File: src/hw/rtl/nsf_pkg.sv
// Types, codes and helper functions shared by the NMEA sentence framer.
package nsf_pkg;

    localparam int IdentDepth = 8;
    localparam int IdxBits    = $clog2(IdentDepth);
    localparam int LenBits    = 4;
    localparam logic [LenBits-1:0] LenMax = '1;

    typedef logic [IdentDepth-1:0][7:0] t_ident;

    typedef struct packed {
        logic [7:0] char_in;
        logic       last_char;
    } t_in_item;

    typedef struct packed {
        logic [2:0] frame_status;
        logic [2:0] sentence_kind;
        logic [7:0] computed_sum;
    } t_out_item;

    localparam logic [2:0] ST_CSUM_OK    = 3'd0;
    localparam logic [2:0] ST_OK_NO_CSUM = 3'd1;
    localparam logic [2:0] ST_BAD_CSUM   = 3'd2;
    localparam logic [2:0] ST_NO_START   = 3'd3;
    localparam logic [2:0] ST_MALFORMED  = 3'd4;

    localparam logic [2:0] KIND_RMC     = 3'd0;
    localparam logic [2:0] KIND_GGA     = 3'd1;
    localparam logic [2:0] KIND_TXT     = 3'd2;
    localparam logic [2:0] KIND_PMTK001 = 3'd3;
    localparam logic [2:0] KIND_PMTK010 = 3'd4;
    localparam logic [2:0] KIND_PMTK011 = 3'd5;
    localparam logic [2:0] KIND_UNKNOWN = 3'd6;

    localparam logic [7:0] CH_DOLLAR = 8'h24;
    localparam logic [7:0] CH_BANG   = 8'h21;
    localparam logic [7:0] CH_STAR   = 8'h2A;
    localparam logic [7:0] CH_COMMA  = 8'h2C;

    localparam logic [23:0] SUF_RMC = "RMC";
    localparam logic [23:0] SUF_GGA = "GGA";
    localparam logic [23:0] SUF_TXT = "TXT";
    localparam logic [55:0] ID_PMTK001 = "PMTK001";
    localparam logic [55:0] ID_PMTK010 = "PMTK010";
    localparam logic [55:0] ID_PMTK011 = "PMTK011";

    // Uppercase ASCII hex digit of a nibble.
    function automatic logic [7:0] hex_char(input logic [3:0] nib);
        if (nib < 4'd10) begin
            hex_char = 8'h30 + {4'h0, nib};
        end else begin
            hex_char = 8'h37 + {4'h0, nib};
        end
    endfunction

    // Entry 0 holds the first character of the identifier.
    function automatic logic [2:0] classify(input t_ident id, input logic [LenBits-1:0] len);
        logic [23:0] suf;
        logic [55:0] full;
        suf  = {id[2], id[3], id[4]};
        full = {id[0], id[1], id[2], id[3], id[4], id[5], id[6]};
        classify = KIND_UNKNOWN;
        if (len == LenBits'(5)) begin
            if (suf == SUF_RMC) begin
                classify = KIND_RMC;
            end else if (suf == SUF_GGA) begin
                classify = KIND_GGA;
            end else if (suf == SUF_TXT) begin
                classify = KIND_TXT;
            end
        end else if (len == LenBits'(7)) begin
            if (full == ID_PMTK001) begin
                classify = KIND_PMTK001;
            end else if (full == ID_PMTK010) begin
                classify = KIND_PMTK010;
            end else if (full == ID_PMTK011) begin
                classify = KIND_PMTK011;
            end
        end
    endfunction

endpackage

File: src/hw/rtl/nsf_stream_if.sv
// Valid/ready stream channel carrying one item of a given payload type.
interface nsf_stream_if #(parameter type t_payload = logic);
    logic     valid;
    logic     ready;
    t_payload payload;

    modport source (output valid, output payload, input ready);
    modport sink   (input valid, input payload, output ready);
endinterface

File: src/hw/rtl/nmea_sentence_framer.sv
// NMEA sentence framer: one character per item in, one status item per sentence out.
//
// Characters enter an input register and are processed from there, so one character can
// be accepted every clock cycle unless a last character waits there for a stalled output.
// The status item of a sentence is written into the output register at the edge at which
// its last character leaves the input register. A stalled output only holds back a pending
// last character; ordinary characters keep flowing while a result waits.
module nmea_sentence_framer
    import nsf_pkg::*;
(
    input  logic          i_clk,
    input  logic          i_rst_n,
    nsf_stream_if.sink    i_char,
    nsf_stream_if.source  o_frame
);

    logic                  r_in_valid;
    t_in_item              r_in;
    logic                  r_out_valid;
    t_out_item             r_out;

    logic [7:0]            r_xor, n_xor;
    logic                  r_first_pending, n_first_pending;
    logic                  r_began_start, n_began_start;
    logic                  r_star_seen, n_star_seen;
    logic [1:0]            r_after_star, n_after_star;
    logic [1:0][7:0]       r_hex, n_hex;
    t_ident                r_id_rst, n_id_rst;
    logic [LenBits-1:0]    r_id_rst_len, n_id_rst_len;
    t_ident                r_id_sec, n_id_sec;
    logic [LenBits-1:0]    r_id_sec_len, n_id_sec_len;
    logic [1:0]            r_closed, n_closed;
    t_out_item             n_out;

    logic                  w_is_start;
    logic                  w_slot_free;
    logic                  w_proc;
    logic                  w_in_ready;
    logic [7:0]            w_c;

    assign w_slot_free = !r_out_valid || o_frame.ready;
    assign w_proc      = r_in_valid && (!r_in.last_char || w_slot_free);
    assign w_in_ready  = !r_in_valid || w_proc;

    assign i_char.ready    = w_in_ready;
    assign o_frame.valid   = r_out_valid;
    assign o_frame.payload = r_out;

    assign w_c        = r_in.char_in;
    assign w_is_start = (w_c == CH_DOLLAR) || (w_c == CH_BANG);

    always_comb begin
        n_xor           = r_xor;
        n_first_pending = r_first_pending;
        n_began_start   = r_began_start;
        n_star_seen     = r_star_seen;
        n_after_star    = r_after_star;
        n_hex           = r_hex;
        n_id_rst        = r_id_rst;
        n_id_rst_len    = r_id_rst_len;
        n_id_sec        = r_id_sec;
        n_id_sec_len    = r_id_sec_len;
        n_closed        = r_closed;

        if (r_first_pending) begin
            n_began_start   = w_is_start;
            n_first_pending = 1'b0;
        end else if (!r_closed[1]) begin
            if (w_c == CH_COMMA) begin
                n_closed[1] = 1'b1;
            end else begin
                if (r_id_sec_len < LenBits'(IdentDepth)) begin
                    n_id_sec[r_id_sec_len[IdxBits-1:0]] = w_c;
                end
                if (r_id_sec_len != LenMax) begin
                    n_id_sec_len = r_id_sec_len + LenBits'(1);
                end
            end
        end

        if (r_star_seen) begin
            if (r_after_star < 2'd2) begin
                n_hex[r_after_star[0]] = w_c;
                n_after_star           = r_after_star + 2'd1;
            end
        end else if (w_c == CH_STAR) begin
            n_star_seen = 1'b1;
            n_closed[0] = 1'b1;
        end else if (w_is_start) begin
            n_xor        = '0;
            n_id_rst_len = '0;
            n_closed[0]  = 1'b0;
        end else begin
            n_xor = r_xor ^ w_c;
            if (!r_closed[0]) begin
                if (w_c == CH_COMMA) begin
                    n_closed[0] = 1'b1;
                end else begin
                    if (r_id_rst_len < LenBits'(IdentDepth)) begin
                        n_id_rst[r_id_rst_len[IdxBits-1:0]] = w_c;
                    end
                    if (r_id_rst_len != LenMax) begin
                        n_id_rst_len = r_id_rst_len + LenBits'(1);
                    end
                end
            end
        end

        n_out.computed_sum  = n_xor;
        n_out.sentence_kind = KIND_UNKNOWN;
        if (n_star_seen && (n_after_star == 2'd2)) begin
            if ((n_hex[0] == hex_char(n_xor[7:4])) && (n_hex[1] == hex_char(n_xor[3:0]))) begin
                n_out.frame_status  = ST_CSUM_OK;
                n_out.sentence_kind = classify(n_id_rst, n_id_rst_len);
            end else begin
                n_out.frame_status = ST_BAD_CSUM;
            end
        end else if (!n_began_start) begin
            n_out.frame_status = ST_NO_START;
        end else if (n_star_seen) begin
            n_out.frame_status = ST_MALFORMED;
        end else begin
            n_out.frame_status  = ST_OK_NO_CSUM;
            n_out.sentence_kind = classify(n_id_sec, n_id_sec_len);
        end
    end

    always_ff @(posedge i_clk) begin
        if (!i_rst_n) begin
            r_in_valid      <= 1'b0;
            r_out_valid     <= 1'b0;
            r_xor           <= '0;
            r_first_pending <= 1'b1;
            r_began_start   <= 1'b0;
            r_star_seen     <= 1'b0;
            r_after_star    <= '0;
            r_id_rst_len    <= '0;
            r_id_sec_len    <= '0;
            r_closed        <= '0;
        end else begin
            if (w_in_ready) begin
                r_in_valid <= i_char.valid;
            end
            if (w_proc && r_in.last_char) begin
                r_out_valid     <= 1'b1;
                r_xor           <= '0;
                r_first_pending <= 1'b1;
                r_began_start   <= 1'b0;
                r_star_seen     <= 1'b0;
                r_after_star    <= '0;
                r_id_rst_len    <= '0;
                r_id_sec_len    <= '0;
                r_closed        <= '0;
            end else begin
                if (o_frame.ready) begin
                    r_out_valid <= 1'b0;
                end
                if (w_proc) begin
                    r_xor           <= n_xor;
                    r_first_pending <= n_first_pending;
                    r_began_start   <= n_began_start;
                    r_star_seen     <= n_star_seen;
                    r_after_star    <= n_after_star;
                    r_id_rst_len    <= n_id_rst_len;
                    r_id_sec_len    <= n_id_sec_len;
                    r_closed        <= n_closed;
                end
            end
        end
    end

    always_ff @(posedge i_clk) begin
        if (w_in_ready) begin
            r_in <= i_char.payload;
        end
        if (w_proc) begin
            r_hex    <= n_hex;
            r_id_rst <= n_id_rst;
            r_id_sec <= n_id_sec;
        end
        if (w_proc && r_in.last_char) begin
            r_out <= n_out;
        end
    end

    // A new result only appears after the last character of a sentence was processed.
    a_out_from_last: assert property (@(posedge i_clk) disable iff (!i_rst_n)
        $rose(r_out_valid) |-> $past(w_proc && r_in.last_char))
        else $error("result raised without a processed last character");

    // Sentence state returns to its start after each last character.
    a_state_cleared: assert property (@(posedge i_clk) disable iff (!i_rst_n)
        (w_proc && r_in.last_char) |=> (r_first_pending && !r_star_seen && (r_xor == 8'h00)))
        else $error("sentence state not cleared after last character");

    // Checksum digits are only collected after the asterisk.
    a_digits_after_star: assert property (@(posedge i_clk) disable iff (!i_rst_n)
        (r_after_star != 2'd0) |-> r_star_seen)
        else $error("checksum digits counted without an asterisk");

    // Error results never carry a sentence kind.
    a_error_kind: assert property (@(posedge i_clk) disable iff (!i_rst_n)
        (r_out_valid && ((r_out.frame_status == ST_BAD_CSUM)
                      || (r_out.frame_status == ST_NO_START)
                      || (r_out.frame_status == ST_MALFORMED)))
        |-> (r_out.sentence_kind == KIND_UNKNOWN))
        else $error("error result with a known sentence kind");

endmodule

File: src/flat_wrapper.sv
// flat-port wrapper written by rule: the top's interface ports become plain ports
module nmea_sentence_framer_flat import nsf_pkg::*;
  (i_clk, i_rst_n, i_char_valid, i_char_payload, i_char_ready, o_frame_valid, o_frame_payload, o_frame_ready);
  nsf_stream_if #(.t_payload(t_in_item)) i_char_i ();
  nsf_stream_if #(.t_payload(t_out_item)) o_frame_i ();
  input  logic i_clk;
  input  logic i_rst_n;
  input wire logic [$bits(i_char_i.valid)-1:0] i_char_valid;
  input wire logic [$bits(i_char_i.payload)-1:0] i_char_payload;
  output wire logic [$bits(i_char_i.ready)-1:0] i_char_ready;
  output wire logic [$bits(o_frame_i.valid)-1:0] o_frame_valid;
  output wire logic [$bits(o_frame_i.payload)-1:0] o_frame_payload;
  input wire logic [$bits(o_frame_i.ready)-1:0] o_frame_ready;
  assign i_char_i.valid = i_char_valid;
  assign i_char_i.payload = i_char_payload;
  assign i_char_ready = i_char_i.ready;
  assign o_frame_valid = o_frame_i.valid;
  assign o_frame_payload = o_frame_i.payload;
  assign o_frame_i.ready = o_frame_ready;
  nmea_sentence_framer u_core (.i_clk(i_clk), .i_rst_n(i_rst_n), .i_char(i_char_i), .o_frame(o_frame_i));
endmodule
File: config.mk
export PLATFORM = sky130hd
export DESIGN_NAME = nmea_sentence_framer_flat
export DESIGN_NICKNAME = d
export VERILOG_FILES = /design/src/hw/rtl/nsf_pkg.sv /design/src/hw/rtl/nsf_stream_if.sv /design/src/hw/rtl/nmea_sentence_framer.sv /design/src/flat_wrapper.sv
export SDC_FILE = /design/constraint.sdc
export NUM_CORES = 1
export LEC_CHECK = 0
export BUFFER_PORTS_ARGS = -buffer_cell sky130_fd_sc_hd__buf_4
export CORE_AREA = 4 4 204 206
export DETAILED_ROUTE_END_ITERATION = 8
export DIE_AREA = 0 0 208 210
export PLACE_DENSITY_LB_ADDON = 0.3
export SETUP_SLACK_MARGIN = 0.3
export SYNTH_ARGS = -nofsm -noshare
export SYNTH_HDL_FRONTEND = slang
export SYNTH_SLANG_ARGS = --single-unit
File: constraint.sdc
create_clock -name i_clk -period 5.4 [get_ports i_clk]
set_input_delay 0.27 -clock i_clk [delete_from_list [all_inputs] [get_ports i_clk]]
set_output_delay 0.27 -clock i_clk [all_outputs]
set_load 0.05 [all_outputs]
* Yosys cells after proc, flatten, opt, wreduce, memory -nomap -nowiden
Index checks and enable logic that the tools add are counted.
Word-level totals: register bits 192, output and inout bits 16
Cells by class: add/subtract/negate cells 7, $lt $le $gt $ge 11, equal/unequal tests 25, muxes and demuxes 73, bitwise operators 9, reductions and logical operators 20
Operator list (count):
- 56-bit 2-to-1 mux | 10
- 56-bit by 55-bit == test with 1-bit output (second input constant) | 6
- 24-bit by 23-bit == test with 1-bit output (second input constant) | 6
- 64-bit bitwise mux | 2
- 8-bit 2-to-1 mux | 10
- 3-bit 2-to-1 mux | 17
- 8-bit demux with 3-bit select | 2
- 4-bit 2-to-1 mux | 10
- 8-bit by 6-bit == test with 1-bit output (second input constant) | 4
- 16-bit 2-to-1 mux | 2
- 6-bit by 4-bit adder with 7-bit output (first input constant) | 4
- 16-bit bitwise mux | 1
- 4-bit by 3-bit == test with 1-bit output (second input constant) | 4
- 8-bit == test | 2
- 4-bit < comparator (second input constant) | 4
- 2-bit 2-to-1 mux | 7
- 1-bit 2-to-1 mux | 10
- 4-bit by 1-bit adder with 4-bit output (second input constant) | 2
- 8-bit demux with 1-bit select | 1
- 3-bit by 4-bit < comparator with 1-bit output (second input constant) | 2
- 4-bit != test (second input constant) | 2
- 1-bit NOT | 8
- 8-bit XOR | 1
- 1-bit logical AND | 7
- 14 further kinds | 21

* Longest topological paths before layout
Gate-level depths: netlist of the first run.
depth after elaboration 19, depth in mapped cells 16, mapped depth without buffers 14

* Worst setup path before layout of the first run
OpenSTA, ideal clock, no wires.
kind register to register, start point reg u_core.r_out_valid (netlist: u_core.o_frame.valid), end point reg u_core.r_hex[0] (netlist name) (enable), library setup time 0.542 ns, arrival time 4.661 ns, setup slack 0.197 ns, cell stages (with the launch flop) 6, clock period less this slack 5.203 ns, cells stage by stage dfxtp_1 nor2b_1 nand2_1 nand2_1 clkinv_1 clkbuf_1
On the way: word-level cells in the longest chain between the ends 4
Ends and longest elaborated chain:
- start: declaration | line nmea_sentence_framer.sv:19 | logic r_out_valid;
- start signal: assignment | line nmea_sentence_framer.sv:131 | r_out_valid <= 1'b0;
- start signal: assignment | line nmea_sentence_framer.sv:145 | r_out_valid <= 1'b1;
- start signal: assignment | line nmea_sentence_framer.sv:156 | r_out_valid <= 1'b0;
- 1-bit logical NOT | line nmea_sentence_framer.sv:41 | assign w_slot_free = !r_out_valid || o_frame.ready;
- 1-bit logical OR | line nmea_sentence_framer.sv:41
- 1-bit logical OR | line nmea_sentence_framer.sv:42 | assign w_proc = r_in_valid && (!r_in.last_char || w_slot_free);
- 1-bit logical AND | line nmea_sentence_framer.sv:42
- named net u_core.w_proc | line nmea_sentence_framer.sv:37 | logic w_proc;
- end signal: assignment | line nmea_sentence_framer.sv:177 | r_hex <= n_hex;
- end: declaration | line nmea_sentence_framer.sv:27 | logic [1:0][7:0] r_hex, n_hex;
The timed path passes the listed nets, and every way through them passes these cells. A chain may end at the register's enable or synchronous reset.

==> reports/metrics.yaml, run 1 <==
post_cts_resize_count: 0
rsz0062_at_grt: "false"
critical_path.top_delay_family: "simple AND/OR/NAND/NOR gates"
edff_count_synth: 151
tritoncts.num_buffers: 17
drc_errors: 0
timing.max_slew.rel_slack_pct: 22.2
period_minus_slack_ns: 4.39
area_growth_pct: 14.3
postSynth.topFlopCell: "edfxtp_1"
biggest_fanout_along_the_worst_timing_path: 14
first_iter_violations: 699
detailedPlace.worstSlack_ns: 1.09
critical_path.startpoint_type: "flop"
placement.io_buffers: 28
hp-start: "i_rst_n"
die_width_um: 208
yosys_warnings: 0
max_clock_freq_mhz: 228
vias: 7547
slowest_delay_ns: 0.81
post_drt_wl_per_cell_um: 19.1
synthDistinctLibCells: 80
worst_ep_required_time_ns: 5.60
cts.sink_count: 176
floorplan.die.height_um: 210
worstReg2RegEnd: "u_core.o_frame.payload[9]"
finish.cell_count_without_fillers: 1466
crit_type: "reg2reg"
max_cap_viol_count: 0
crit_slowest_cell: "or4b_1"
worstHoldPathType: "in2reg"
num_antenna_cells: 0
hold_ws_ns: 0.0388
reg2reg_slack_ns: 1.01
cts.clk_slew.worst_paths_ns: 0.07
run_status: "finished, final reports clean"
placer_congestion_estimate: 0.864
die_area_mm2: 0.0437
core_mm2: 0.0396
dpl.hpwl_mm: 18.4
hold_depth: 2
post_route_worst_setup_slack_ns: 1.01
postSynthAreaPerCell_um2: 10.8
timing.final.crit_share_pct: 81.3
synthesis.instances: 918
setup_viol_count_final: 0
power.ir.vdd_worst_mv: 0.201
io_pins: 29
clockRootBuffer: "clkbuf_16"
final_common_cell: "edfxtp_1"
grt_start_max_net_pins: 109
critPathCaptureType: "flop"
finalHoldViolations: 0
design.final.nets: 946
p_leak_uw: 0.00376
critical_path_buf_inv_count: 2
final_instance_area_mm2: 0.0113
htree_num_levels: 4
drt_wl_total_mm: 28.0
postPlaceCellArea_mm2: 0.0106
multiInputGateArea_mm2: 0.00446
yosysSeqAreaShare_pct: 51.0
timing.reg2reg.worst_path_depth: 13
post_synth_instance_area_mm2: 0.00987
fin_skew_ns: 0.0149
powerDensity_mw_per_mm2: 280
drive_above_1_share_pct: 18.7
worstHoldEndpoint: "u_core.o_frame.valid"
worstPathCellList: "or4b_1 > o311ai_4 > xnor2_1 > and2_1 > inv_1 > ha_1 > inv_1 > a211oi_1 > a211oi_1 > o31ai_1 > or4_4 > or4b_4 > o31a_1"
cts_tree: "built"
fillerInstances: 4089
grt_overflow: 0
count_of_standard_cell_rows: 73
bufs_on_longest_clock_path: 2
grt_first_pass_wirelength_mm: 44.1
synth_async_sr_flop_share_pct: 0
area.sequential_mm2: 0.00503
r2r_start: "u_core.w_c[4]"
timing.setup.tns_ns: 0
layout.cells.most_common_list: "edfxtp_1, mux2_2, nand2_1, nor2_1, o21ai_0"
drtPass1Iterations: 5
yosys_register_bits: 176
grt_antenna_before_repair: 0
cp.arrival_ns: 4.59
numPlacedInstances: 1425
worstMarginPinSlew_ns: 1.17
slew_violations: 0
floorplan.initialDensity_pct: 24.9
ant_nets: 0
post_syn_nets: 936
grtUsageTotal_pct: 12.8
route.detailed.vias_per_inst: 5.15
first_global_vias: 7433
clock_insertion_delay_worst_skew_ns: 0.45
## synthesized netlist by cell type (13+ instances only)
library cell  number  area, µm²
edfxtp_1         151       4530
nor2b_1           19        119
nor4_1            13       81.3
a21oi_1           37        185
inv_1             37        139
a211oi_1          22        165
nor2_1            51        191
o21ai_0           47        235
dfxtp_1           25        500
clkbuf_1          44        165
nand2_1           82        308
nor3_1            32        160
mux2i_1           18        180
mux2_2            85        957
nand3_1           24        120
nand2b_1          13       81.3
## cell families after synthesis
family	after synthesis	synth area share, %
buf+inv	97	3.89
xor+xnor	7	0.621
fa+ha+maj	5	0.634
mux	104	11.6
simple gates	323	17.9
flops	176	51.0
compound gates	206	14.3
## how the worst max path moves through the flow
| stage | to | startpoint | cells after the start | slack, ns |
|---|---|---|---|---|
| after floorplan | u_core.o_frame.payload[9] | u_core.w_c[4] | 15 | 1.60 |
| after global placement | u_core.o_frame.payload[9] | u_core.w_c[4] | 13 | 1.21 |
| after detailed placement | u_core.o_frame.payload[9] | u_core.w_c[4] | 13 | 1.09 |
| after CTS | u_core.o_frame.payload[9] | u_core.w_c[4] | 13 | 1.05 |
| after global routing | u_core.o_frame.payload[9] | u_core.w_c[4] | 13 | 0.64 |
| final | u_core.o_frame.payload[9] | u_core.w_c[4] | 13 | 1.01 |
## per-stage QoR
step | utilization, % | total power, µW
after global routing | 28.5 | 3280
final | 28.5 | 3160
after global placement | 26.8 | 1910
after detailed placement | 26.8 | 1920
after floorplan | - | 1810
after CTS | 28.5 | 3170
## what timing repair did
action / in CTS / in global routing
hold buffers: 9 / 0
hold endpoints to repair: 9 / 0
buffers inserted: 0 / 0
## where the power goes
| part | internal (µW) | total (µW) | switching (µW) |
|---|---|---|---|
| Clock | 688 | 1270 | 577 |
| Combinational | 111 | 318 | 207 |
| Sequential | 1540 | 1580 | 33.7 |
| Total | 2340 | 3160 | 819 |
## final cells by class
type / instances / share of cell area [%]
Inverter: 38 / 1.31
Clock inverter: 15 / 1.42
Sequential cell: 176 / 44.6
Multi-Input combinational cell: 645 / 39.5
Tap cell: 525 / 5.82
Clock buffer: 17 / 3.77
Timing Repair Buffer: 50 / 3.53
## sequential cells by signal, summed over array words and instances, names as in the netlist
register and count:
u_core.r_id_rst_len 4, u_core.r_after_star 2, u_core.o_frame.payload 14, u_core.r_first_pending 1, u_core.r_star_seen 1, u_core.w_c 8, u_core.r_hex 16, u_core.r_id_sec 56
u_core.o_frame.valid 1, u_core.r_in 1, u_core.r_began_start 1, u_core.r_in_valid 1, u_core.r_xor 8, u_core.r_id_rst 56, u_core.r_closed 2, u_core.r_id_sec_len 4
## per-layer routing
layer  GRT usage (%)  wire length [µm]
met5               0                 0
met4            4.26               612
met3            2.69              1370
met2            20.0             12800
met1            17.7             13300
Note: power is estimated with default switching activity, not from simulation.
==> run 2: changes to the inputs <==
--- a/config.mk
+++ b/config.mk
@@ -5,10 +5,11 @@
 export SDC_FILE = /design/constraint.sdc
 export NUM_CORES = 1
 export LEC_CHECK = 0
+export ABC_AREA = 1
 export BUFFER_PORTS_ARGS = -buffer_cell sky130_fd_sc_hd__buf_4
-export CORE_AREA = 4 4 204 206
+export CORE_AREA = 4 4 205 207
 export DETAILED_ROUTE_END_ITERATION = 8
-export DIE_AREA = 0 0 208 210
+export DIE_AREA = 0 0 209 211
 export PLACE_DENSITY_LB_ADDON = 0.3
 export SETUP_SLACK_MARGIN = 0.3
 export SYNTH_ARGS = -nofsm -noshare
==> constraint.sdc (replaced) <==
create_clock -name i_clk -period 3.85 [get_ports i_clk]
set_input_delay 0.1925 -clock i_clk [delete_from_list [all_inputs] [get_ports i_clk]]
set_output_delay 0.1925 -clock i_clk [all_outputs]
set_load 0.05 [all_outputs]
==> run 2 against run 1 <==
- flip-flop and latch count stayed put
- die area rose by 0.96%
- combinational power up 79%
- largest cell class unchanged
- critical endpoint unchanged
- wire length increased by 0.30%
==> reports/metrics.yaml, run 2 <==
run_status: "finished, final reports clean"  # unchanged
cts_tree: "built"  # unchanged
layout.cells.most_common_list: "nand2_1, nor2_1, inv_1, edfxtp_1, nand3_1"  # was edfxtp_1, mux2_2, nand2_1, nor2_1, o21ai_0
first_global_vias: 7571  # was 7433
cp.arrival_ns: 3.45  # was 4.59 ns
finalHoldViolations: 0  # unchanged
area_growth_pct: 15.5  # was 14.3%
num_antenna_cells: 0  # unchanged
slew_violations: 0  # unchanged
die_area_mm2: 0.0441  # was 0.0437 mm²
period_minus_slack_ns: 3.25  # was 4.39 ns
drt_wl_total_mm: 28.1  # was 28.0 mm
worst_ep_required_time_ns: 4.05  # was 5.60 ns
count_of_standard_cell_rows: 74  # was 73
top_regs: "u_core.r_id_rst x56, u_core.r_id_sec x56, u_core.r_hex x16"  # unchanged
first_iter_violations: 639  # was 699
dpl.hpwl_mm: 19.1  # was 18.4 mm
drtPass1Iterations: 6  # was 5
synthesis.instances: 1234  # was 918
critical_path.top_delay_family: "simple AND/OR/NAND/NOR gates"  # unchanged
cts.clk_slew.worst_paths_ns: 0.08  # was 0.07 ns
critical_path_buf_inv_count: 4  # was 2
grt_overflow: 0  # unchanged
edff_count_synth: 151  # unchanged
vias: 8157  # was 7547
hold_ws_ns: 0.120  # was 0.0388 ns
grtUsageTotal_pct: 12.6  # was 12.8%
design.final.nets: 1293  # was 946
route.detailed.vias_per_inst: 4.48  # was 5.15
timing.final.crit_share_pct: 84.4  # was 81.3%
htree_num_levels: 4  # unchanged
timing.setup.tns_ns: 0  # unchanged
setup_viol_count_final: 0  # unchanged
post_syn_nets: 1252  # was 936
crit_slowest_cell: "edfxtp_1"  # was or4b_1
max_cap_viol_count: 0  # unchanged
drive_above_1_share_pct: 11.2  # was 18.7%
ys_top_cells_by_count: "nand2_1, inv_1, nor2_1"  # was edfxtp_1, mux2_2, nand2_1
grt_first_pass_wirelength_mm: 43.6  # was 44.1 mm
timing.max_slew.rel_slack_pct: 33.8  # was 22.2%
tritoncts.num_buffers: 17  # unchanged
powerDensity_mw_per_mm2: 397  # was 280 mW/mm²
p_leak_uw: 0.00490  # was 0.00376 µW
drc_errors: 0  # unchanged
critical_path.startpoint_type: "flop"  # unchanged
yosys_register_bits: 176  # unchanged
final_common_cell: "nand2_1"  # was edfxtp_1
worstHoldPathType: "in2reg"  # unchanged
postSynth.topFlopCell: "edfxtp_1"  # unchanged
worstMarginPinSlew_ns: 0.994  # was 1.17 ns
power.ir.vdd_worst_mv: 0.256  # was 0.201 mV
post_route_worst_setup_slack_ns: 0.600  # was 1.01 ns
placement.io_buffers: 28  # unchanged
synth_most_common_cell: "nand2_1"  # was edfxtp_1
detailedPlace.worstSlack_ns: 0.522  # was 1.09 ns
worstPathCellList: "buf_4 > nor2_1 > nand3_1 > nor2_8 > nand2_4 > inv_1 > nor2_1 > inv_2 > ha_1 > nand2_1 > o21ai_0 > a21oi_1 > nor2_1 > nand2_1 > nor2_1 > nand2_1 > nor2_2 > nand2_1 > inv_1 > a21oi_1"  # was or4b_1 > o311ai_4 > xnor2_1 > and2_1 > inv_1 > ha_1 > inv_1 > a211oi_1 > a211oi_1 > o31ai_1 > or4_4 > or4b_4 > o31a_1
floorplan.die.height_um: 211  # was 210 µm
postSynthAreaPerCell_um2: 8.08  # was 10.8 µm²
post_drt_wl_per_cell_um: 15.4  # was 19.1 µm
ant_nets: 0  # unchanged
yosysTopAreaCell: "edfxtp_1"  # unchanged
placer_congestion_estimate: 0.853  # was 0.864
io_pins: 29  # unchanged
critPathCaptureType: "flop"  # unchanged
grt_start_max_net_pins: 157  # was 109
clock_insertion_delay_worst_skew_ns: 0.45  # about the same
fin_skew_ns: 0.0140  # was 0.0149 ns
slowest_delay_ns: 0.51  # was 0.81 ns
yosys-top-cells-area: "edfxtp_1, nand2_1, inv_1, nor2_1, dfxtp_1"  # was edfxtp_1, mux2_2, dfxtp_1, nand2_1, o21ai_0
yosysSeqAreaShare_pct: 50.5  # was 51.0%
synthDistinctLibCells: 45  # was 80
core_mm2: 0.0404  # was 0.0396 mm²
floorplan.initialDensity_pct: 24.7  # was 24.9%
crit_type: "reg2reg"  # unchanged
cts.sink_count: 176  # unchanged
yosys_warnings: 0  # unchanged
bufs_on_longest_clock_path: 2  # unchanged
synth_async_sr_flop_share_pct: 0  # unchanged
max_clock_freq_mhz: 308  # was 228 MHz
grt_antenna_before_repair: 0  # unchanged
rsz0062_at_grt: "false"  # unchanged
clockRootBuffer: "clkbuf_16"  # unchanged
biggest_fanout_along_the_worst_timing_path: 9  # was 14
synth_top_area_share_pct: 45.5  # was 45.9%
die_width_um: 209  # was 208 µm
post_synth_instance_area_mm2: 0.00997  # was 0.00987 mm²
-- run 2: worst min-delay path, cell delays in order --
cell and delay, ns:
buf_4 0.08, nor2_1 0.05, o21ai_0 0.16, inv_1 0.04
-- run 2: through the flow --
step | cells | total power (µW) | cell area [µm²] | util (%)
after floorplan | 1234 | 2640 | 9970 | -
after global placement | 1775 | 2810 | 10800 | 26.7
after detailed placement | 1775 | 2810 | 10800 | 26.7
after CTS | 1818 | 4610 | 11500 | 28.4
after global routing | 1820 | 4770 | 11500 | 28.5
final | 1820 | 4570 | 11500 | 28.5
-- run 2: final timing paths --
check,startpoint,end,slack [ns],depth (start not counted)
worst max-delay path,u_core.w_c[3],u_core.o_frame.payload[9],0.60,20
worst min-delay path,o_frame_ready,u_core.o_frame.valid,0.12,4
worst max register to register,u_core.w_c[3],u_core.o_frame.payload[9],0.60,20
worst min register to register,u_core.r_closed[0],u_core.r_closed[0],0.48,2
-- run 2: repair_timing --
item                                    CTS  global route
gates resized for setup                   0             8
buffers inserted                          0             1
endpoints found under the setup margin    0             4
hold endpoints to repair                 11             0
hold buffers                             11             0
-- run 2: cell families after synthesis --
| logic type | after synthesis | share of synthesized area (%) |
|---|---|---|
| simple gates | 681 | 31.3 |
| buf+inv | 210 | 8.77 |
| flops | 176 | 50.5 |
| compound gates | 149 | 7.72 |
| xor+xnor | 13 | 1.14 |
| fa+ha+maj | 5 | 0.627 |
-- run 2: cell type report --
| class | count | area, µm² |
|---|---|---|
| clock buffers | 17 | 425 |
| clock inverters | 15 | 163 |
| fillers | 4340 | 28900 |
| inverters | 170 | 646 |
| multi-input cells | 849 | 4090 |
| flip-flops and latches | 176 | 5030 |
| well taps | 532 | 666 |
| repair buffers | 61 | 498 |
-- run 2: routing by layer --
| layer | global-route usage, % | wire length [µm] | part of all wire [%] |
|---|---|---|---|
| met1 | 18.4 | 13800 | 49 |
| met4 | 3.35 | 459 | 1.6 |
| met2 | 19.6 | 12500 | 44 |
| met3 | 1.93 | 1280 | 4.6 |
| met5 | 0 | 0 | 0 |
-- run 2: power breakdown --
part | switching [µW] | internal, µW | leakage [µW]
Clock | 859 | 930 | 0.000291
Combinational | 402 | 168 | 0.00301
Sequential | 41.4 | 2170 | 0.00159
==> run 3: changes to the inputs <==
==> constraint.sdc (replaced) <==
create_clock -name i_clk -period 3.1 [get_ports i_clk]
set_input_delay 0.155 -clock i_clk [delete_from_list [all_inputs] [get_ports i_clk]]
set_output_delay 0.155 -clock i_clk [all_outputs]
set_load 0.05 [all_outputs]
==> run 3 against run 2 <==
- first-iteration DRC count is 5.8% lower
- count of clock-buffer cells in the layout grew 2
- wire length increased by 1.7%
- register-to-register slack got worse by 0.35 ns
- sequential share of layout area down 3.4 points
- hold slack worse by 0.043 ns
- clock skew down 0.0030 ns
- die area stayed put
- clock power is 15% higher
- critical path type unchanged
- largest power group unchanged
- highest routed layer unchanged
==> reports/metrics.yaml, run 3 (synthesis results as in run 2) <==
run_status: "finished, final reports clean"  # unchanged
timing.final.crit_share_pct: 92.0  # was 84.4%
top_regs: "u_core.r_id_rst x56, u_core.r_id_sec x56, u_core.r_hex x16"  # unchanged
die_width_um: 209  # unchanged
grt_antenna_before_repair: 0  # unchanged
max_cap_viol_count: 0  # unchanged
clockRootBuffer: "clkbuf_16"  # unchanged
setup_viol_count_final: 0  # unchanged
max_clock_freq_mhz: 351  # was 308 MHz
power.ir.vdd_worst_mv: 0.397  # was 0.256 mV
vias: 8543  # was 8157
timing.setup.tns_ns: 0  # unchanged
final_common_cell: "nand2_1"  # unchanged
bufs_on_longest_clock_path: 2  # unchanged
placement.io_buffers: 28  # unchanged
post_drt_wl_per_cell_um: 15.1  # was 15.4 µm
die_area_mm2: 0.0441  # unchanged
layout.cells.most_common_list: "nand2_1, inv_1, edfxtp_1, nor2_1, buf_4"  # was nand2_1, nor2_1, inv_1, edfxtp_1, nand3_1
area_growth_pct: 25.3  # was 15.5%
core_mm2: 0.0404  # unchanged
grt_start_max_net_pins: 117  # was 157
first_global_vias: 8140  # was 7571
rsz0062_at_grt: "true"  # was false
powerDensity_mw_per_mm2: 450  # was 397 mW/mm²
io_pins: 29  # unchanged
critical_path_buf_inv_count: 4  # unchanged
cp.arrival_ns: 3.04  # was 3.45 ns
fin_skew_ns: 0.0110  # was 0.0140 ns
grt_first_pass_wirelength_mm: 44.8  # was 43.6 mm
placer_congestion_estimate: 0.855  # was 0.853
ant_nets: 0  # unchanged
route.detailed.vias_per_inst: 4.53  # was 4.48
cts_tree: "built"  # unchanged
tritoncts.num_buffers: 17  # unchanged
drc_errors: 0  # unchanged
post_route_worst_setup_slack_ns: 0.248  # was 0.600 ns
clock_insertion_delay_worst_skew_ns: 0.44  # was 0.45 ns
drt_wl_total_mm: 28.6  # was 28.1 mm
p_leak_uw: 0.00522  # was 0.00490 µW
drive_above_1_share_pct: 21.6  # was 11.2%
fillerInstances: 4357  # was 4340
critical_path.startpoint_type: "flop"  # unchanged
period_minus_slack_ns: 2.85  # was 3.25 ns
grt_overflow: 0  # unchanged
worst_ep_required_time_ns: 3.29  # was 4.05 ns
crit_slowest_cell: "edfxtp_1"  # unchanged
cts.clk_slew.worst_paths_ns: 0.07  # was 0.08 ns
timing.max_slew.rel_slack_pct: 53.4  # was 33.8%
dpl.hpwl_mm: 19.7  # was 19.1 mm
finalHoldViolations: 0  # unchanged
drtPass1Iterations: 5  # was 6
slowest_delay_ns: 0.44  # was 0.51 ns
critical_path.top_delay_family: "simple AND/OR/NAND/NOR gates"  # unchanged
cts.sink_count: 176  # unchanged
worstHoldPathType: "in2reg"  # unchanged
crit_type: "reg2reg"  # unchanged
first_iter_violations: 602  # was 639
count_of_standard_cell_rows: 74  # unchanged
htree_num_levels: 4  # unchanged
grtUsageTotal_pct: 12.8  # was 12.6%
cpMostUsedCell: "nand2_2"
critPathCaptureType: "flop"  # unchanged
floorplan.die.height_um: 211  # unchanged
worstMarginPinSlew_ns: 0.698  # was 0.994 ns
worstPathCellList: "inv_2 > nand2_2 > nor2_4 > nand2_4 > nand2_8 > buf_12 > nor3_4 > buf_4 > buf_4 > nand3_1 > nand2_1 > nor2_1 > nand2_2 > nor2_4 > nand3b_1 > nor2_1 > nand3_2 > nand2_2 > a21oi_2"  # was buf_4 > nor2_1 > nand3_1 > nor2_8 > nand2_4 > inv_1 > nor2_1 > inv_2 > ha_1 > nand2_1 > o21ai_0 > a21oi_1 > nor2_1 > nand2_1 > nor2_1 > nand2_1 > nor2_2 > nand2_1 > inv_1 > a21oi_1
biggest_fanout_along_the_worst_timing_path: 10  # was 9
num_antenna_cells: 0  # unchanged
floorplan.initialDensity_pct: 24.7  # unchanged
design.final.nets: 1360  # was 1293
detailedPlace.worstSlack_ns: 0.108  # was 0.522 ns
slew_violations: 0  # unchanged
## run 3: worst reg2reg max path: stages, from the launching register on
cell and delay [ns]:
edfxtp_1 0.44, inv_2 0.09, nand2_2 0.06, nor2_4 0.21, nand2_4 0.10, nand2_8 0.14, buf_12 0.12, nor3_4 0.03
buf_4 0.15, buf_4 0.17, nand3_1 0.10, nand2_1 0.08, nor2_1 0.14, nand2_2 0.14, nor2_4 0.14, nand3b_1 0.08
nor2_1 0.13, nand3_2 0.11, nand2_2 0.11, a21oi_2 0.06
## run 3: layout make-up
type / instances / area, µm² / share of cell area [%]
Inverter: 170 / 656 / 5.25
Timing Repair Buffer: 129 / 1080 / 8.68
Sequential cell: 176 / 5030 / 40.3
Multi-Input combinational cell: 848 / 4520 / 36.2
Clock inverter: 13 / 103 / 0.821
Clock buffer: 19 / 433 / 3.46
Tap cell: 532 / 666 / 5.33
## run 3: timing repair
action / CTS / global route
hold buffers: 11 / 0
endpoints found under the setup margin: 4 / 4
pin swaps: 10 / 53
buffers inserted: 17 / 23
resized for setup: 39 / 102
endpoints found under the hold margin: 11 / 0
gates cloned: 1 / 0
## run 3: path summary, 6_finish.rpt
| kind | from | to | slack, ns | depth (start not counted) |
|---|---|---|---|---|
| worst max-delay path | u_core.w_c[7] | u_core.o_frame.payload[10] | 0.25 | 19 |
| worst min-delay path | o_frame_ready | u_core.o_frame.valid | 0.08 | 4 |
| worst max register to register | u_core.w_c[7] | u_core.o_frame.payload[10] | 0.25 | 19 |
| worst min register to register | u_core.r_closed[0] | u_core.r_closed[0] | 0.49 | 2 |
## run 3: layer usage
layer	vias up	part of all wire (%)	global-route usage, %
met5	-	0	0
met3	20	4.1	1.77
li1	4271	-	-
met4	0	1.4	3.35
met2	180	46	20.6
met1	4072	48	18.3
## run 3: per-stage QoR
step           utilization [%]  power, µW  hold WS [ns]  area, µm²  std cells
2_1_floorplan                -       3280         0.254       9980       1234
3_3_place_gp              27.3       3510         0.333      11000       1803
3_5_place_dp              27.3       3520         0.334      11000       1803
4_1_cts                   29.6       5610        0.0585      12000       1864
5_1_grt                   31.0       5870        0.0898      12500       1887
6_report                  31.0       5630        0.0774      12500       1887
## run 3: report_power, final
group	switching, µW	total [µW]	leakage, µW	internal [µW]
Combinational	548	834	0.00338	286
Sequential	48.9	2750	0.00159	2700
Clock	1010	2050	0.000245	1040
Total	1600	5630	0.00522	4020
